--- config.mk ---
export PLATFORM = sky130hd
export DESIGN_NAME = imu_frame_sync_crc_check
export DESIGN_NICKNAME = d
export VERILOG_FILES = /design/src/hdl/imu_fsc_pkg.sv /design/src/hdl/imu_frame_sync_crc_check.sv /design/src/hdl/imu_fsc_frame.sv
export VERILOG_INCLUDE_DIRS = /design/src /design/src/hdl
export SDC_FILE = /design/constraint.sdc
export NUM_CORES = 1
export LEC_CHECK = 0
export BUFFER_PORTS_ARGS = -buffer_cell sky130_fd_sc_hd__buf_4
export CAP_MARGIN = 5
export CORE_MARGIN = 3
export CORE_UTILIZATION = 40
export CTS_CLUSTER_SIZE = 12
export DETAILED_ROUTE_END_ITERATION = 6
export PLACE_DENSITY_LB_ADDON = 0.25
export SYNTH_ARGS = -nofsm -noshare
export SYNTH_HDL_FRONTEND = slang
export SYNTH_HIERARCHICAL = 1
export SYNTH_SLANG_ARGS = --single-unit
--- constraint.sdc ---
create_clock -name aclk -period 5.91 [get_ports aclk]
set_input_delay 0.591 -clock aclk [delete_from_list [all_inputs] [get_ports aclk]]
set_output_delay 0.591 -clock aclk [all_outputs]
set_load 0.02 [all_outputs]
--- src/hdl/imu_frame_sync_crc_check_macros.svh ---
// Assertion macros for the IMU frame synchronizer with CRC check.
// Included by the top level; the macros expect aclk and aresetn in scope.
`ifndef IMU_FRAME_SYNC_CRC_CHECK_MACROS_SVH
`define IMU_FRAME_SYNC_CRC_CHECK_MACROS_SVH

// Same-cycle property, disabled during reset.
`define IMU_FSC_ASSERT(label, prop, msg) \
    label: assert property (@(posedge aclk) disable iff (!aresetn) prop) else $error(msg);

// Property of the form "antecedent, then consequent in the next cycle".
`define IMU_FSC_ASSERT_NEXT(label, pre, post, msg) \
    label: assert property (@(posedge aclk) disable iff (!aresetn) (pre) |=> (post)) \
        else $error(msg);

`endif

--- src/hdl/imu_fsc_pkg.sv ---
// Shared types, constants and the byte-wide CRC-32 update for the IMU frame synchronizer.
// No dependencies.
package imu_fsc_pkg;

    localparam int unsigned IDX_W              = 7;
    localparam int unsigned FRAME_BYTES_DEF    = 42;
    localparam int unsigned PAD_BYTES_DEF      = 2;
    localparam logic [7:0]  HEADER_RESET       = 8'd147;
    localparam logic [31:0] CRC_POLY           = 32'h04C1_1DB7;
    localparam logic [31:0] CRC_INIT           = 32'hFFFF_FFFF;
    localparam logic [7:0]  PAD_VALUE          = 8'h00;
    localparam int unsigned OUT_FIELDS_W       = 65;
    localparam int unsigned OUT_TDATA_W        = 72;

    typedef struct packed {
        logic        last;
        logic        crc_ok;
        logic [31:0] computed_crc;
        logic [31:0] received_crc;
    } frame_res_t;

    // One byte through the CRC-32, MSB first, no reflection.
    function automatic logic [31:0] crc_feed(input logic [31:0] crc_in, input logic [7:0] b);
        logic [31:0] c;
        c = crc_in ^ {b, 24'h0};
        for (int k = 0; k < 8; k++) begin
            if (c[31]) begin
                c = {c[30:0], 1'b0} ^ CRC_POLY;
            end else begin
                c = {c[30:0], 1'b0};
            end
        end
        return c;
    endfunction

endpackage

--- src/hdl/imu_frame_sync_crc_check.sv ---
// Top level of the IMU frame synchronizer with CRC-32 check.
// Depends on imu_fsc_pkg, imu_fsc_frame and imu_frame_sync_crc_check_macros.svh.
//
// Takes one received byte per transfer and hunts for the header byte; from
// there it counts off a FRAME_BYTES frame, runs the CRC-32 (poly 04C11DB7,
// init all ones, no reflection, no final XOR) over all bytes before the last
// four plus PAD_BYTES zero bytes, and on the last byte emits one result with
// the pass flag, the computed CRC and the received CRC (first byte MSB).
// A byte is taken every cycle: the input register feeds a byte-wide CRC
// update and counter, and a result is registered in the output register
// when its last byte leaves the input register. Input stalls only when a
// frame's last byte meets a result that the sink has not yet taken. header_byte
// is written over the cfg channel only while no byte is held; it resets to 147.
`include "imu_frame_sync_crc_check_macros.svh"

module imu_frame_sync_crc_check #(
    parameter int unsigned FRAME_BYTES = imu_fsc_pkg::FRAME_BYTES_DEF,
    parameter int unsigned PAD_BYTES   = imu_fsc_pkg::PAD_BYTES_DEF
) (
    input  logic        aclk,
    input  logic        aresetn,
    input  logic        cfg_valid,
    output logic        cfg_ready,
    input  logic [7:0]  cfg_data,     // header_byte
    input  logic        s_tvalid,
    output logic        s_tready,
    input  logic [7:0]  s_tdata,      // rx_byte
    output logic        m_tvalid,
    input  logic        m_tready,
    output logic [imu_fsc_pkg::OUT_TDATA_W-1:0] m_tdata
    // m_tdata: [0] crc_ok, [32:1] computed_crc, [64:33] received_crc, [71:65] zero
);
    import imu_fsc_pkg::*;

    logic [7:0]  header_reg;
    logic        in_valid_reg, in_valid_next;
    logic [7:0]  in_byte_reg;
    logic        m_tvalid_reg, m_tvalid_next;
    logic [OUT_FIELDS_W-1:0] out_reg;

    logic        out_free, advance, s_accept, emit, in_stall, out_crc_eq;
    frame_res_t  res;

    imu_fsc_frame #(
        .FRAME_BYTES (FRAME_BYTES),
        .PAD_BYTES   (PAD_BYTES)
    ) u_frame (
        .aclk        (aclk),
        .aresetn     (aresetn),
        .header_byte (header_reg),
        .rx_byte     (in_byte_reg),
        .step        (advance),
        .res         (res)
    );

    always_comb begin
        out_free      = !m_tvalid_reg || m_tready;
        advance       = in_valid_reg && (!res.last || out_free);
        emit          = advance && res.last;
        in_stall      = in_valid_reg && !advance;
        s_tready      = !in_valid_reg || advance;
        s_accept      = s_tvalid && s_tready;
        in_valid_next = s_accept || (in_valid_reg && !advance);
        m_tvalid_next = emit || (m_tvalid_reg && !m_tready);
        out_crc_eq    = (out_reg[32:1] == out_reg[64:33]);
    end

    // A header write waits until no byte is held, so it never lands between
    // a byte's transfer and its processing.
    assign cfg_ready = !in_valid_reg;
    assign m_tvalid  = m_tvalid_reg;
    assign m_tdata   = {{(OUT_TDATA_W - OUT_FIELDS_W){1'b0}}, out_reg};

    always_ff @(posedge aclk) begin
        if (!aresetn) begin
            header_reg   <= HEADER_RESET;
            in_valid_reg <= 1'b0;
            m_tvalid_reg <= 1'b0;
        end else begin
            if (cfg_valid && cfg_ready) begin
                header_reg <= cfg_data;
            end
            in_valid_reg <= in_valid_next;
            m_tvalid_reg <= m_tvalid_next;
        end
    end

    always_ff @(posedge aclk) begin
        if (s_accept) begin
            in_byte_reg <= s_tdata;
        end
        if (emit) begin
            out_reg <= {res.received_crc, res.computed_crc, res.crc_ok};
        end
    end

    `IMU_FSC_ASSERT(a_emit_into_free_slot, emit |-> out_free, "result overwrote a pending one")
    `IMU_FSC_ASSERT(a_rise_after_emit, $rose(m_tvalid_reg) |-> $past(emit), "stray valid")
    `IMU_FSC_ASSERT(a_flag_matches, m_tvalid_reg |-> (out_reg[0] == out_crc_eq), "bad pass flag")
    `IMU_FSC_ASSERT_NEXT(a_held_byte, in_stall, in_valid_reg && $stable(in_byte_reg), "byte lost")

endmodule

--- src/hdl/imu_fsc_frame.sv ---
// Frame tracker: header hunt, byte counter, running CRC and received CRC field.
// Depends on imu_fsc_pkg.
module imu_fsc_frame #(
    parameter int unsigned FRAME_BYTES = imu_fsc_pkg::FRAME_BYTES_DEF,
    parameter int unsigned PAD_BYTES   = imu_fsc_pkg::PAD_BYTES_DEF
) (
    input  logic                    aclk,
    input  logic                    aresetn,
    input  logic [7:0]              header_byte,
    input  logic [7:0]              rx_byte,
    input  logic                    step,
    output imu_fsc_pkg::frame_res_t res
);
    import imu_fsc_pkg::*;

    localparam logic [IDX_W-1:0] FIELD_IDX = IDX_W'(FRAME_BYTES - 4);
    localparam logic [IDX_W-1:0] PAD_END   = IDX_W'(FRAME_BYTES - 4 + PAD_BYTES);
    localparam logic [IDX_W-1:0] LAST_IDX  = IDX_W'(FRAME_BYTES - 1);

    logic             in_frame_reg, in_frame_next;
    logic [IDX_W-1:0] idx_reg, idx_next;
    logic [31:0]      crc_reg, crc_next;
    logic [31:0]      field_reg, field_next;

    logic             start, active, last;
    logic [IDX_W-1:0] cur_idx;
    logic [31:0]      cur_crc, cur_field, crc_upd, field_upd;

    always_comb begin
        start     = !in_frame_reg && (rx_byte == header_byte);
        active    = in_frame_reg || start;
        cur_idx   = in_frame_reg ? idx_reg : '0;
        cur_crc   = in_frame_reg ? crc_reg : CRC_INIT;
        cur_field = in_frame_reg ? field_reg : '0;

        // The zero padding is fed while the CRC field bytes arrive, so the
        // CRC is complete by the last byte.
        if (cur_idx < FIELD_IDX) begin
            crc_upd = crc_feed(cur_crc, rx_byte);
        end else if (cur_idx < PAD_END) begin
            crc_upd = crc_feed(cur_crc, PAD_VALUE);
        end else begin
            crc_upd = cur_crc;
        end
        field_upd = (cur_idx >= FIELD_IDX) ? {cur_field[23:0], rx_byte} : cur_field;
        last      = active && (cur_idx == LAST_IDX);

        res.last         = last;
        res.crc_ok       = (crc_upd == field_upd);
        res.computed_crc = crc_upd;
        res.received_crc = field_upd;

        in_frame_next = in_frame_reg;
        idx_next      = idx_reg;
        crc_next      = crc_reg;
        field_next    = field_reg;
        if (last) begin
            in_frame_next = 1'b0;
            idx_next      = '0;
            crc_next      = CRC_INIT;
            field_next    = '0;
        end else if (active) begin
            in_frame_next = 1'b1;
            idx_next      = cur_idx + IDX_W'(1);
            crc_next      = crc_upd;
            field_next    = field_upd;
        end
    end

    always_ff @(posedge aclk) begin
        if (!aresetn) begin
            in_frame_reg <= 1'b0;
            idx_reg      <= '0;
            crc_reg      <= CRC_INIT;
            field_reg    <= '0;
        end else if (step) begin
            in_frame_reg <= in_frame_next;
            idx_reg      <= idx_next;
            crc_reg      <= crc_next;
            field_reg    <= field_next;
        end
    end

endmodule

==> impl_metrics.ini <==
[grt]
antenna_found_initial = 0
grt_pass1_vias = 7264
grt_use_met3_pct = 3.92
grt_max_degree = 83
grt_use_met2_pct = 38.0
grt_busiest_layer = met2
grt.total_usage_pct = 24.0
grt_pass1_wl_mm = 46.8
grt_use_met1_pct = 33.1
grt_overflow = 0

[logic_synthesis]
synth-compound-area-share_pct = 16.5
yosys_warnings = 6
syn_area_um2 = 9460
yosys.area_share.xor_xnor_pct = 20.2
synth_cell_type_count = 83
ys_ff_latch = 155
synth-edff-count = 73
synth_top_area_share_pct = 23.2
synthCells = 994
synth-async-reset-ratio_pct = 0
ys_seq_area_share_pct = 40.5
yosysTopAreaCell = edfxtp_1
synthMuxAreaShare_pct = 1.35
ys.flop_type = dfxtp_1
synth-simple-area-share_pct = 15.8
synth_top_family_by_area = XOR/XNOR gates
synth.avg_cell_area_um2 = 9.52
synth_area_leaders = edfxtp_1 23%, dfxtp_1 17%, xnor2_1 8.8%, nand2_1 6.3%, xnor3_1 3.8%
synth-adder-area-share_pct = 0.265

[timing]
tns_ps = 0
slew_headroom_pct = 31.5
finalCritPeriodShare_pct = 69.3
setup_viol = 0
rsz0062_at_grt = false
fmax_ghz = 0.244
finClkSkew_ps = 8.73
fin_crit_ps = 4090
worst_slew_pin_slew_ps = 1020
hold_viol = 0
maxSlewViolCount = 0

[cells_and_area]
insertedDiodeCount = 0
regArea_um2 = 3830
final_nets = 1063
final_cell_area_um2 = 10800
fin_util_pct = 47.3
final_cell_mix = 160 x nand2_1, 105 x buf_4, 95 x xnor2_1
fill_cells = 2166
mostFrequentLayoutCell = nand2_1
largest_reg_flops = 65
area_growth_pct = 14.5
multi_input_area_um2 = 5160
drive_gt1_share_pct = 17.6

[pwr]
p_leak_uw = 0.00383
cellPowerDensity_nw_per_um2 = 255
finalPower_uw = 2760
ir_worst_vdd_mv = 0.167

[setup_path]
critPathArrivalTime_ps = 4360
criticalPathCategory = flip-flop to flip-flop
crit_fanout = 29
worstReg2RegStart = u_frame/in_frame_reg
crit_slowest_cell = and2_1
r2r_end = out_reg[0]
cp-start-kind = flip-flop
endpoint = out_reg[0]
critPathLaunch = u_frame/in_frame_reg
reg2reg_depth = 10
rrSetupSlack_ps = 1820
slowest_delay_ps = 730
cp_cell_sequence = and4b_4, and2_1, nor2_2, buf_4, a221oi_1, xor2_1, nand4_1, nor4_1, o2111ai_1, nor4_2
required_ps = 6170
cp-end-kind = flip-flop

[floorplanning]
dieHeight_um = 160
dieArea_um2 = 25500
rows = 55
initial_core_util_pct = 41.3
coreArea_um2 = 22900
die_w_um = 160
boundaryPins = 96

[outcome]
status = finished, final reports clean

[drt]
avgViaCountPerCell = 5.67
drtAntennaViolNets = 0
wl_mm = 30.9
firstDrtPassIters = 5
drt-initial-drc-count = 847
via_count = 7749
drc = 0
wl_per_cell_um = 22.6

[clocking]
cts_setup_buffers = 0
root_buffer = clkbuf_16
holdBufCountCts = 0
cts_tree = built
post_cts_resized = 0
htree_levels = 4
cts_buffer_depth = 2
cts_buffers = 17
clkTransAtPathRegs_ps = 70
clock_sinks = 155
clk_latency_ps = 430

[place]
gp_congestion = 0.939
dpl-instance-area_um2 = 10200
port_buffers = 88
place_hpwl_mm = 22.0

[job]
max-cap-violations = 0

[min_path]
min_path_type = input pin to flip-flop
critical path: cells and delay by family (launching register included):
family          cells  cell delay [ps]
compound gates      2              760
buf+inv             1              290
simple gates        6             1920
flops               1              710
xor+xnor            1              210
cells in the mapped netlist (12+ instances only):
library cell / count
buf_4: 16
o21ai_0: 31
xnor2_1: 95
nand2_1: 160
a22oi_1: 14
a21boi_0: 31
nor2b_1: 13
nor2_1: 44
xnor3_1: 16
inv_1: 19
o22ai_1: 38
clkbuf_1: 44
xor2_1: 39
nand3_1: 42
edfxtp_1: 73
dfxtp_1: 82
nor3_1: 12
a21oi_1: 48
report_power, final:
group	total, uW	internal, uW	switching, uW	leakage, uW
sequential	1170	1150	27.3	0.00126
clock	1100	597	503	0.000282
combinational	486	197	288	0.00229
worst min-delay path by stage:
stage                                startpoint               endpoint  slack (ps)  depth (start not counted)
after floorplan           u_frame/field_reg[29]  u_frame/field_reg[29]         440                          2
after global placement    u_frame/field_reg[29]  u_frame/field_reg[29]         450                          2
after detailed placement  u_frame/field_reg[27]  u_frame/field_reg[27]         460                          2
after CTS                            s_tdata[0]         in_byte_reg[0]         320                          1
after global routing                 s_tdata[0]         in_byte_reg[0]         320                          1
final                                s_tdata[4]         in_byte_reg[4]         330                          1
per-stage QoR:
stage | cells | hold WS (ps) | worst slack, ps
5_1_grt | 1366 | 320 | 1510
3_3_place_gp | 1334 | 454 | 1960
4_1_cts | 1366 | 321 | 1850
3_5_place_dp | 1334 | 461 | 1910
6_report | 1366 | 329 | 1820
2_1_floorplan | 1000 | 437 | 145
layout make-up:
type,instances,share of cell area (%)
Multi-Input combinational cell,742,47.7
Tap cell,313,3.62
Clock inverter,15,1.42
Timing Repair Buffer,105,7.28
Sequential cell,155,35.4
Clock buffer,17,3.93
Inverter,19,0.659
layer usage:
| layer | vias up | share of wire [%] |
|---|---|---|
| met3 | 82 | 8.3 |
| li1 | 3570 | - |
| met4 | 0 | 3.7 |
| met2 | 418 | 45 |
| met1 | 3679 | 43 |
| met5 | - | 0 |
logic make-up after synthesis:
family	after synthesis
and+or+nand+nor	322
other	1
adders and majority gates	2
muxes	12
AOI/OAI and AO/OA	231
buffers and inverters	103
DFF	155
xor gates and xnor gates	168
No activity file was read; power rests on OpenSTA's default activity.
